==> config.mk <==
export PLATFORM = sky130hd
export DESIGN_NAME = uint32_to_decimal_ascii
export DESIGN_NICKNAME = d
export VERILOG_FILES = /design/src/hw/rtl/u32da_pkg.sv /design/src/hw/rtl/uint32_to_decimal_ascii.sv /design/src/hw/rtl/u32da_seq.sv
export SDC_FILE = /design/constraint.sdc
export NUM_CORES = 1
export LEC_CHECK = 0
export BUFFER_PORTS_ARGS = -buffer_cell sky130_fd_sc_hd__buf_2
export CORE_AREA = 5 5 144 146
export CTS_BUF_LIST = sky130_fd_sc_hd__clkbuf_8
export CTS_CLUSTER_DIAMETER = 50
export DETAILED_ROUTE_END_ITERATION = 6
export DIE_AREA = 0 0 149 151
export HOLD_SLACK_MARGIN = 0.06
export PLACE_DENSITY = 0.56
export RECOVER_POWER = 50
export SETUP_SLACK_MARGIN = 0.3
export SKIP_CTS_REPAIR_TIMING = 1
export SLEW_MARGIN = 10
export SYNTH_ARGS = -nofsm -noshare
export SYNTH_HDL_FRONTEND = slang
export SYNTH_HIERARCHICAL = 1
export SYNTH_SLANG_ARGS = --single-unit
==> constraint.sdc <==
create_clock -name i_clk -period 9.3 [get_ports i_clk]
set_input_delay 0 -clock i_clk [delete_from_list [all_inputs] [get_ports i_clk]]
set_output_delay 0 -clock i_clk [all_outputs]
set_load 0.02 [all_outputs]
==> src/hw/rtl/u32da_pkg.sv <==
// Shared types, microcode ROM and power-of-ten table for the decimal text converter.
package u32da_pkg;

    localparam int unsigned PcW      = 3;
    localparam int unsigned PosW     = 4;
    localparam int unsigned CandW    = 35;
    localparam logic [PosW-1:0] TopPos = 4'd9;
    localparam logic [5:0]      AsciiZero = 6'd48;
    localparam logic [5:0]      AsciiNul  = 6'd0;

    typedef enum logic [1:0] {
        OP_LOAD,
        OP_TRY,
        OP_EMIT,
        OP_TERM
    } t_op;

    typedef enum logic {
        C_SEQ,
        C_POS
    } t_cond;

    // one microcode word
    typedef struct packed {
        t_op             op;
        t_cond           cond;
        logic [1:0]      bsel;
        logic [PcW-1:0]  nxt;
        logic [PcW-1:0]  alt;
    } t_uword;

    // sequencer to datapath
    typedef struct packed {
        t_op        op;
        logic [1:0] bsel;
        logic       go;
    } t_ctrl;

    // datapath to sequencer
    typedef struct packed {
        logic in_valid;
        logic out_free;
        logic pos_zero;
    } t_stat;

    localparam logic [PcW-1:0] StLoad = 3'd0;
    localparam logic [PcW-1:0] StTry3 = 3'd1;
    localparam logic [PcW-1:0] StTry2 = 3'd2;
    localparam logic [PcW-1:0] StTry1 = 3'd3;
    localparam logic [PcW-1:0] StTry0 = 3'd4;
    localparam logic [PcW-1:0] StEmit = 3'd5;
    localparam logic [PcW-1:0] StTerm = 3'd6;

    // program: per decimal position, four restoring trials then emit the digit
    function automatic t_uword rom(input logic [PcW-1:0] pc);
        t_uword w;
        begin
            case (pc)
                StLoad:  w = '{OP_LOAD, C_SEQ, 2'd0, StTry3, StTry3};
                StTry3:  w = '{OP_TRY,  C_SEQ, 2'd3, StTry2, StTry2};
                StTry2:  w = '{OP_TRY,  C_SEQ, 2'd2, StTry1, StTry1};
                StTry1:  w = '{OP_TRY,  C_SEQ, 2'd1, StTry0, StTry0};
                StTry0:  w = '{OP_TRY,  C_SEQ, 2'd0, StEmit, StEmit};
                StEmit:  w = '{OP_EMIT, C_POS, 2'd0, StTry3, StTerm};
                StTerm:  w = '{OP_TERM, C_SEQ, 2'd0, StLoad, StLoad};
                default: w = '{OP_LOAD, C_SEQ, 2'd0, StLoad, StLoad};
            endcase
            return w;
        end
    endfunction

    function automatic logic [31:0] pow10(input logic [PosW-1:0] k);
        logic [31:0] p;
        begin
            case (k)
                4'd0:    p = 32'd1;
                4'd1:    p = 32'd10;
                4'd2:    p = 32'd100;
                4'd3:    p = 32'd1000;
                4'd4:    p = 32'd10000;
                4'd5:    p = 32'd100000;
                4'd6:    p = 32'd1000000;
                4'd7:    p = 32'd10000000;
                4'd8:    p = 32'd100000000;
                4'd9:    p = 32'd1000000000;
                default: p = 32'd0;
            endcase
            return p;
        end
    endfunction

endpackage

==> src/hw/rtl/uint32_to_decimal_ascii.sv <==
// Converts a 32-bit unsigned word into its decimal ASCII digits, MSD first, then a NUL marked
// with tlast that carries the character count (NUL included). Each value runs through one load
// step, four restoring trial subtractions per decimal position over ten positions through a
// single 35-bit compare/subtract unit, one emit step per position, and one terminator step.
// Leading zeros are skipped but still use their position's steps. A new word is taken only at
// the load step; the output register lets the last result wait for the sink while the next
// word is accepted.
module uint32_to_decimal_ascii (
    input  logic        i_clk,
    input  logic        i_rst_n,
    input  logic        s_axis_tvalid,
    output logic        s_axis_tready,
    input  logic [31:0] s_axis_tdata,   // [31:0] value
    output logic        m_axis_tvalid,
    input  logic        m_axis_tready,
    output logic [15:0] m_axis_tdata,   // [5:0] out_char, [9:6] char_count, rest zero
    output logic        m_axis_tlast    // is_last
);

    u32da_pkg::t_ctrl ctrl;
    u32da_pkg::t_stat stat;

    logic [31:0]                r_rem,     n_rem;
    logic [u32da_pkg::PosW-1:0] r_pos,     n_pos;
    logic [3:0]                 r_digit,   n_digit;
    logic                       r_started, n_started;
    logic [3:0]                 r_count,   n_count;
    logic                       r_ovalid,  n_ovalid;
    logic [5:0]                 r_ochar,   n_ochar;
    logic [3:0]                 r_ocnt,    n_ocnt;
    logic                       r_olast,   n_olast;

    logic [u32da_pkg::CandW-1:0] cand;
    logic                        ge;

    u32da_seq u_seq (
        .i_clk   (i_clk),
        .i_rst_n (i_rst_n),
        .i_stat  (stat),
        .o_ctrl  (ctrl)
    );

    assign stat.in_valid = s_axis_tvalid;
    assign stat.out_free = !r_ovalid || m_axis_tready;
    assign stat.pos_zero = (r_pos == '0);

    assign s_axis_tready = (ctrl.op == u32da_pkg::OP_LOAD);

    // trial value: 10^pos times 8, 4, 2 or 1
    assign cand = {3'b000, u32da_pkg::pow10(r_pos)} << ctrl.bsel;
    assign ge   = {3'b000, r_rem} >= cand;

    always_comb begin
        n_rem     = r_rem;
        n_pos     = r_pos;
        n_digit   = r_digit;
        n_started = r_started;
        n_count   = r_count;
        n_ovalid  = r_ovalid && !m_axis_tready;
        n_ochar   = r_ochar;
        n_ocnt    = r_ocnt;
        n_olast   = r_olast;
        if (ctrl.go) begin
            case (ctrl.op)
                u32da_pkg::OP_LOAD: begin
                    n_rem     = s_axis_tdata;
                    n_pos     = u32da_pkg::TopPos;
                    n_digit   = '0;
                    n_started = 1'b0;
                    n_count   = '0;
                end
                u32da_pkg::OP_TRY: begin
                    if (ge) begin
                        n_rem   = r_rem - cand[31:0];
                        n_digit = r_digit | (4'b0001 << ctrl.bsel);
                    end
                end
                u32da_pkg::OP_EMIT: begin
                    // skip leading zeros, but the units digit always goes out
                    if (r_digit != '0 || r_started || r_pos == '0) begin
                        n_ovalid  = 1'b1;
                        n_ochar   = u32da_pkg::AsciiZero + {2'b00, r_digit};
                        n_ocnt    = '0;
                        n_olast   = 1'b0;
                        n_started = 1'b1;
                        n_count   = r_count + 4'd1;
                    end
                    n_pos   = r_pos - 4'd1;
                    n_digit = '0;
                end
                u32da_pkg::OP_TERM: begin
                    n_ovalid = 1'b1;
                    n_ochar  = u32da_pkg::AsciiNul;
                    n_ocnt   = r_count + 4'd1;
                    n_olast  = 1'b1;
                end
                default: begin
                    n_rem = r_rem;
                end
            endcase
        end
    end

    always_ff @(posedge i_clk) begin
        if (!i_rst_n) begin
            r_ovalid <= 1'b0;
        end else begin
            r_ovalid <= n_ovalid;
        end
        r_rem     <= n_rem;
        r_pos     <= n_pos;
        r_digit   <= n_digit;
        r_started <= n_started;
        r_count   <= n_count;
        r_ochar   <= n_ochar;
        r_ocnt    <= n_ocnt;
        r_olast   <= n_olast;
    end

    assign m_axis_tvalid = r_ovalid;
    assign m_axis_tdata  = {6'b000000, r_ocnt, r_ochar};
    assign m_axis_tlast  = r_olast;

endmodule

==> src/hw/rtl/u32da_seq.sv <==
// Microcode sequencer: step counter, control ROM and jump logic.
module u32da_seq (
    input  logic             i_clk,
    input  logic             i_rst_n,
    input  u32da_pkg::t_stat i_stat,
    output u32da_pkg::t_ctrl o_ctrl
);

    logic [u32da_pkg::PcW-1:0] r_pc;
    logic [u32da_pkg::PcW-1:0] n_pc;
    u32da_pkg::t_uword         uw;
    logic                      go;

    always_comb begin
        uw = u32da_pkg::rom(r_pc);
        case (uw.op)
            u32da_pkg::OP_LOAD: go = i_stat.in_valid;
            u32da_pkg::OP_EMIT,
            u32da_pkg::OP_TERM: go = i_stat.out_free;
            default:            go = 1'b1;
        endcase
        n_pc = r_pc;
        if (go) begin
            case (uw.cond)
                u32da_pkg::C_POS: n_pc = i_stat.pos_zero ? uw.alt : uw.nxt;
                default:          n_pc = uw.nxt;
            endcase
        end
    end

    assign o_ctrl = '{op: uw.op, bsel: uw.bsel, go: go};

    always_ff @(posedge i_clk) begin
        if (!i_rst_n) begin
            r_pc <= u32da_pkg::StLoad;
        end else begin
            r_pc <= n_pc;
        end
    end

endmodule

==> flow_summary_export.csv, run 1 <==
group,metric,value,unit
yosys,synth_area,0.006063,mm²
final_layout,multi_input_area,0.003532,mm²
global_route,grt_pass1_vias,4671,
die,ios,55,
cts,clock_latency,0.38,ns
timing,max_slew_margin,-90.39,%
yosys,postSynthCellCount,685,
yosys,synth_edf_count,55,
min_path,min-delay-start,"m_axis_tready",
yosys,yosys_warnings,6,
final_layout,seqCellArea,0.002192,mm²
final_layout,fin_nets,822,
cts,htree_levels,3,
global_route,antenna_found_initial,0,
yosys,synth_flop_cell,"edfxtp_1",
timing,rsz0062_at_grt,"false",
status,status,"finished, violations left",
global_route,grt_first_pass_wirelength,24.41,mm
timing,finalClockSkew,0.01734,ns
die,core.rowCount,51,
timing,hold_violations,0,
route,drcViolationCount,0,
min_path,worstHoldPathCells,6,
global_route,grtUsageMet3,1.706,%
yosys,ys_ff_latch,82,
route,ant_nets,0,
global_route,grt_overflow,0,
job,drv_cap,1,
placed_design,port_buffers,48,
timing,finalCritPeriodShare,71.67,%
power,leakage,0.002848,µW
power,power.density,378.6,mW/mm²
final_layout,synthToLayoutAreaGrowth,15.46,%
cts,clk_pin_slew,0.10,ns
cts,clockRootBuffer,"clkbuf_8",
die,fp.dieW,149,µm
die,fp.coreArea,0.01927,mm²
critical_path,crit_required,9.30,ns
min_path,hold_end,"u_seq/r_pc[1]",
timing,finalWorstSetupSlack,2.634,ns
cts,cts_tree,"built",
power,peakVddDrop,0.1233,mV
route,drt-total-wl,15.22,mm
global_route,track_usage,13.51,%
yosys,ys_types,75,
min_path,hold_path.class,"primary input to flip-flop",
critical_path,worstSetupEndpointType,"flip-flop",
yosys,synthArstFlopShare,0,%
critical_path,regToRegStartpoint,"u_seq/r_pc[0]",
global_route,grt_use_met1,19.06,%
yosys,yosysSeqAreaShare,36.15,%
cts,clock-sinks,82,
critical_path,crit_path_start_kind,"flip-flop",
timing,period_needed,6.666,ns
timing,fmax,150.0,MHz
critical_path,r2r_end,"r_rem[7]",
placed_design,post-dp-hpwl,11.39,mm
global_route,grt_max_degree,63,
critical_path,cp.arrival,6.67,ns
final_layout,fillCellCount,1994,
die,die_h,151,µm
timing,drv_slew,39,
yosys,syn_avg_cell_area,8.852,µm²
die,initial_core_util,31.46,%
final_layout,mostFrequentLayoutCells,"82 x nand2_1, 55 x edfxtp_1, 53 x nor2_1",
final_layout,layout-drive-gt1-share,10.80,%
timing,final-setup-viol-count,0,
global_route,met2_usage,21.79,%
die,dieArea,0.02250,mm²
critical_path,crit_fanout,38,
route,vias_per_cell,4.964,
route,wl_per_cell,14.99,µm
critical_path,reg2reg_slack,2.63,ns
route,vias,5038,
global_route,globalRoute.busiestLayer,"met2",
status,violations,"capacitance limit, slew limit",
timing,tightest_slew,2.845,ns
placed_design,gp_congestion,0.8961,
final_layout,final_common_cell,"nand2_1",
timing,setup-tns-final,0,ns
route,first_iter_violations,289,
final_layout,antennaDiodeCount,0,
route,first_pass_iters,5,
cts,numCtsBuffers,9,
placed_design,place_ws,4.263,ns
critical_path,reg2reg_depth,12,
critical_path,worstSetupPathType,"flip-flop to flip-flop",
cts,clk_path_buf_depth,2,
## worst max path at each step
stage                     depth (start not counted)  slack (ns)     startpoint         to
after floorplan                                  16        4.15  u_seq/r_pc[2]   r_rem[0]
after global placement                           14        4.35  u_seq/r_pc[0]  r_rem[10]
after detailed placement                         14        4.26  u_seq/r_pc[0]   r_rem[9]
after CTS                                        14        4.22  u_seq/r_pc[0]  r_rem[11]
after global routing                             12        2.15  u_seq/r_pc[0]   r_rem[7]
final                                            12        2.63  u_seq/r_pc[0]   r_rem[7]
## cell type report
type                    count  share of cell area [%]
multi-input cells         527                   50.46
flip-flops and latches     82                   31.31
clock inverters             7                   1.162
repair buffers             87                   8.525
inverters                  38                   2.038
clock buffers               9                   1.769
well taps                 265                   4.736
## synthesized netlist by cell type, types with 20 or more instances
master / number / share of area [%]
inv_1: 38 / 2.4
o21ai_0: 47 / 3.9
nand3_1: 20 / 1.7
clkbuf_1: 26 / 1.6
a21o_1: 21 / 2.6
a21oi_1: 43 / 3.5
dfxtp_1: 27 / 8.9
nand2_1: 82 / 5.1
nor2_1: 53 / 3.3
ha_1: 40 / 8.3
mux2i_1: 26 / 4.3
edfxtp_1: 55 / 27
## per-layer routing
metal	up-vias	share of wire, %
met1	2331	49
met2	111	46
met4	0	1.3
li1	2583	-
met5	-	0
met3	13	3.6
## report_power, final
group	internal [µW]	leakage [µW]	switching, µW
Sequential	574	0.000763	71.6
Clock	108	0.000104	169
Combinational	675	0.00198	1050
Total	1360	0.00285	1290
## through the flow
step	instances	hold slack [ns]	total power, µW	util, %	cell area (µm²)
final	1015	0.1659	2651	36.33	7000
after global routing	1015	0.2543	2890	36.33	7000
after CTS	980	-0.1903	2653	34.74	6694
after detailed placement	964	0.2301	2363	33.67	6489
after global placement	964	0.2250	2369	33.67	6489
after floorplan	690	0.1176	1972	-	6082
## kinds of logic after synthesis
logic type                 synth area share [%]
adders and majority gates                 8.584
xor gates and xnor gates                  3.900
muxes                                     6.768
other                                   0.06185
and+or+nand+nor                           18.41
DFF                                       36.15
buffers and inverters                     5.922
AOI/OAI and AO/OA                         20.20
## worst max-delay path: stages, from the launching register on
cell and delay (ns):
dfxtp_1 0.61, xnor2_1 0.16, nor2_1 2.10, nor2_1 0.46
nor2_1 0.28, mux2i_1 0.29, ha_1 0.31, and3_1 0.29
nand2_1 0.15, nor4_1 0.39, a211o_1 0.15, o22ai_1 0.10
a21oi_4 0.94
(Power assumes the default switching activity.)
==> run 2, diff against run 1 <==
--- a/config.mk
+++ b/config.mk
@@ -12,7 +12,7 @@
 export DETAILED_ROUTE_END_ITERATION = 6
 export DIE_AREA = 0 0 149 151
 export HOLD_SLACK_MARGIN = 0.06
-export PLACE_DENSITY = 0.56
+export PLACE_DENSITY = 0.57
 export RECOVER_POWER = 50
 export SETUP_SLACK_MARGIN = 0.3
 export SKIP_CTS_REPAIR_TIMING = 1
==> constraint.sdc (replaced) <==
create_clock -name i_clk -period 6.1 [get_ports i_clk]
set_input_delay 0 -clock i_clk [delete_from_list [all_inputs] [get_ports i_clk]]
set_output_delay 0 -clock i_clk [all_outputs]
set_load 0.02 [all_outputs]
==> flow_summary_export.csv, run 2 (synthesis gave the netlist of run 1 again) <==
group,metric,value,unit
final_layout,fillCellCount,2020,
timing,drv_slew,0,
global_route,grt_pass1_vias,4708,
power,clockPowerShare,9.9,%
power,intPower,2069,µW
final_layout,multi_input_area,0.003540,mm²
route,vias_per_cell,5.063,
final_layout,layout-drive-gt1-share,11.30,%
power,peakVddDrop,0.1648,mV
critical_path,worstSetupPathType,"flip-flop to flip-flop",
cts,clock_latency,0.38,ns
cts,clock-sinks,82,
cts,clk_path_buf_depth,2,
placed_design,dpl_cell_area,0.006504,mm²
route,drt-total-wl,15.40,mm
critical_path,crit_buf_inv,2,
timing,tightest_slew,0.9999,ns
global_route,grt_first_pass_wirelength,24.38,mm
final_layout,fin_area,0.007010,mm²
power,p_switching,1994,µW
status,status,"finished clean",
die,die_h,151,µm
power,seqPwrFrac,24.0,%
power,power.density,579.6,mW/mm²
min_path,hold_path.class,"primary input to flip-flop",
route,first_pass_iters,5,
cts,numCtsBuffers,9,
timing,setup-tns-final,0,ns
final_layout,antennaDiodeCount,0,
final_layout,final_common_cell,"nand2_1",
route,drcViolationCount,0,
placed_design,gp_congestion,0.8753,
critical_path,crit_family,"simple AND/OR/NAND/NOR gates",
power,pwr-share-comb,66.1,%
timing,hold_violations,0,
critical_path,worstSetupEndpointType,"flip-flop",
route,first_iter_violations,354,
critical_path,crit_fanout,38,
global_route,track_usage,13.57,%
cts,clockRootBuffer,"clkbuf_8",
placed_design,post-dp-hpwl,11.55,mm
die,core.rowCount,51,
critical_path,critical-path-max-stage-delay,0.79,ns
critical_path,crit_required,6.13,ns
die,initial_core_util,31.46,%
cts,clk_pin_slew,0.09,ns
route,wl_per_cell,15.14,µm
final_layout,fin_nets,824,
route,ant_nets,0,
job,drv_cap,0,
cts,cts_tree,"built",
route,vias,5149,
final_layout,synthToLayoutAreaGrowth,15.62,%
critical_path,crit_path_top_delay_cell,"nor2_4",
timing,finalClockSkew,0.01219,ns
timing,rsz0062_at_grt,"false",
timing,period_needed,4.712,ns
final_layout,seqCellArea,0.002192,mm²
timing,fmax,212.2,MHz
timing,finalCritPeriodShare,77.25,%
min_path,worstHoldPathCells,6,
die,ios,55,
critical_path,crit_path_start_kind,"flip-flop",
critical_path,cp.arrival,4.75,ns
critical_path,worst-path-stages,15,
final_layout,mostFrequentLayoutCells,"82 x nand2_1, 55 x edfxtp_1, 52 x nor2_1",
cts,htree_levels,3,
die,dieArea,0.02250,mm²
placed_design,port_buffers,48,
global_route,grt_overflow,0,
timing,final-setup-viol-count,0,
global_route,grt_max_degree,63,
critical_path,crit_chain,"xnor2_1 -> nor2_4 -> mux2_2 -> nor2_1 -> a21oi_1 -> inv_1 -> ha_1 -> nand4_1 -> nor3_1 -> nand3_1 -> nor4_1 -> a211o_1 -> o22ai_1 -> a21oi_4 -> buf_4",
timing,max_slew_margin,33.18,%
die,fp.coreArea,0.01927,mm²
critical_path,reg2reg_depth,15,
global_route,antenna_found_initial,0,
power,switching_share,49.08,%
die,fp.dieW,149,µm
power,leakage,0.002853,µW
-- run 2: cell types whose count changed in the layout (fill, tap and decap cells not counted), sizes merged --
cell	previous run	this run
inv	42	44
clkbuf	24	23
buf	37	40
clkinvlp	0	1
clkinv	3	0
-- run 2: final timing paths --
path / startpoint / to / slack [ns]
setup reg to reg: u_seq/r_pc[0] / r_rem[22] / 1.39
hold / removal: m_axis_tready / u_seq/r_pc[1] / 0.16
hold reg to reg: r_digit[0] / r_ochar[0] / 0.61
setup / recovery: u_seq/r_pc[0] / r_rem[22] / 1.39
-- run 2: cell type report --
class / instances / area share [%]
Clock buffer: 9 / 1.767
Clock inverter: 7 / 0.9281
Inverter: 38 / 2.035
Multi-Input combinational cell: 527 / 50.49
Sequential cell: 82 / 31.27
Tap cell: 265 / 4.730
Timing Repair Buffer: 89 / 8.781
-- run 2: routing by layer --
layer,up-vias,share of wire [%],track usage (%)
li1,2579,-,-
met1,2420,48,18.85
met2,123,45,21.27
met3,27,4.1,1.706
met4,0,2.8,5.904
met5,-,0,0
-- run 2: power groups by stage --
| stage | clock network (µW) | logic (µW) | registers [µW] |
|---|---|---|---|
| floorplan | 0 | 2060 | 950 |
| detailed placement | 0 | 2640 | 991 |
| CTS | 414 | 2660 | 979 |
| finish | 401 | 2690 | 975 |
| global route | 432 | 2960 | 994 |
| global placement | 0 | 2650 | 991 |
-- run 2: through the flow --
stage / hold slack, ns / std cells / power, µW / worst slack (ns) / utilization (%)
finish: 0.1642 / 1017 / 4063 / 1.388 / 36.38
global placement: 0.2238 / 966 / 3640 / 1.537 / 33.75
CTS: -0.2015 / 982 / 4055 / 1.390 / 34.73
global route: 0.2153 / 1017 / 4387 / 0.9659 / 36.38
floorplan: 0.1176 / 690 / 3007 / 0.9502 / -
detailed placement: 0.2227 / 966 / 3632 / 1.434 / 33.75
-- run 2: worst min-delay path: cells and delay by family --
kind | cells | cell delay, ns
AO/OA/AOI/OAI | 1 | 0.13
AND/OR/NAND/NOR | 3 | 0.18
buffers and inverters | 2 | 0.18
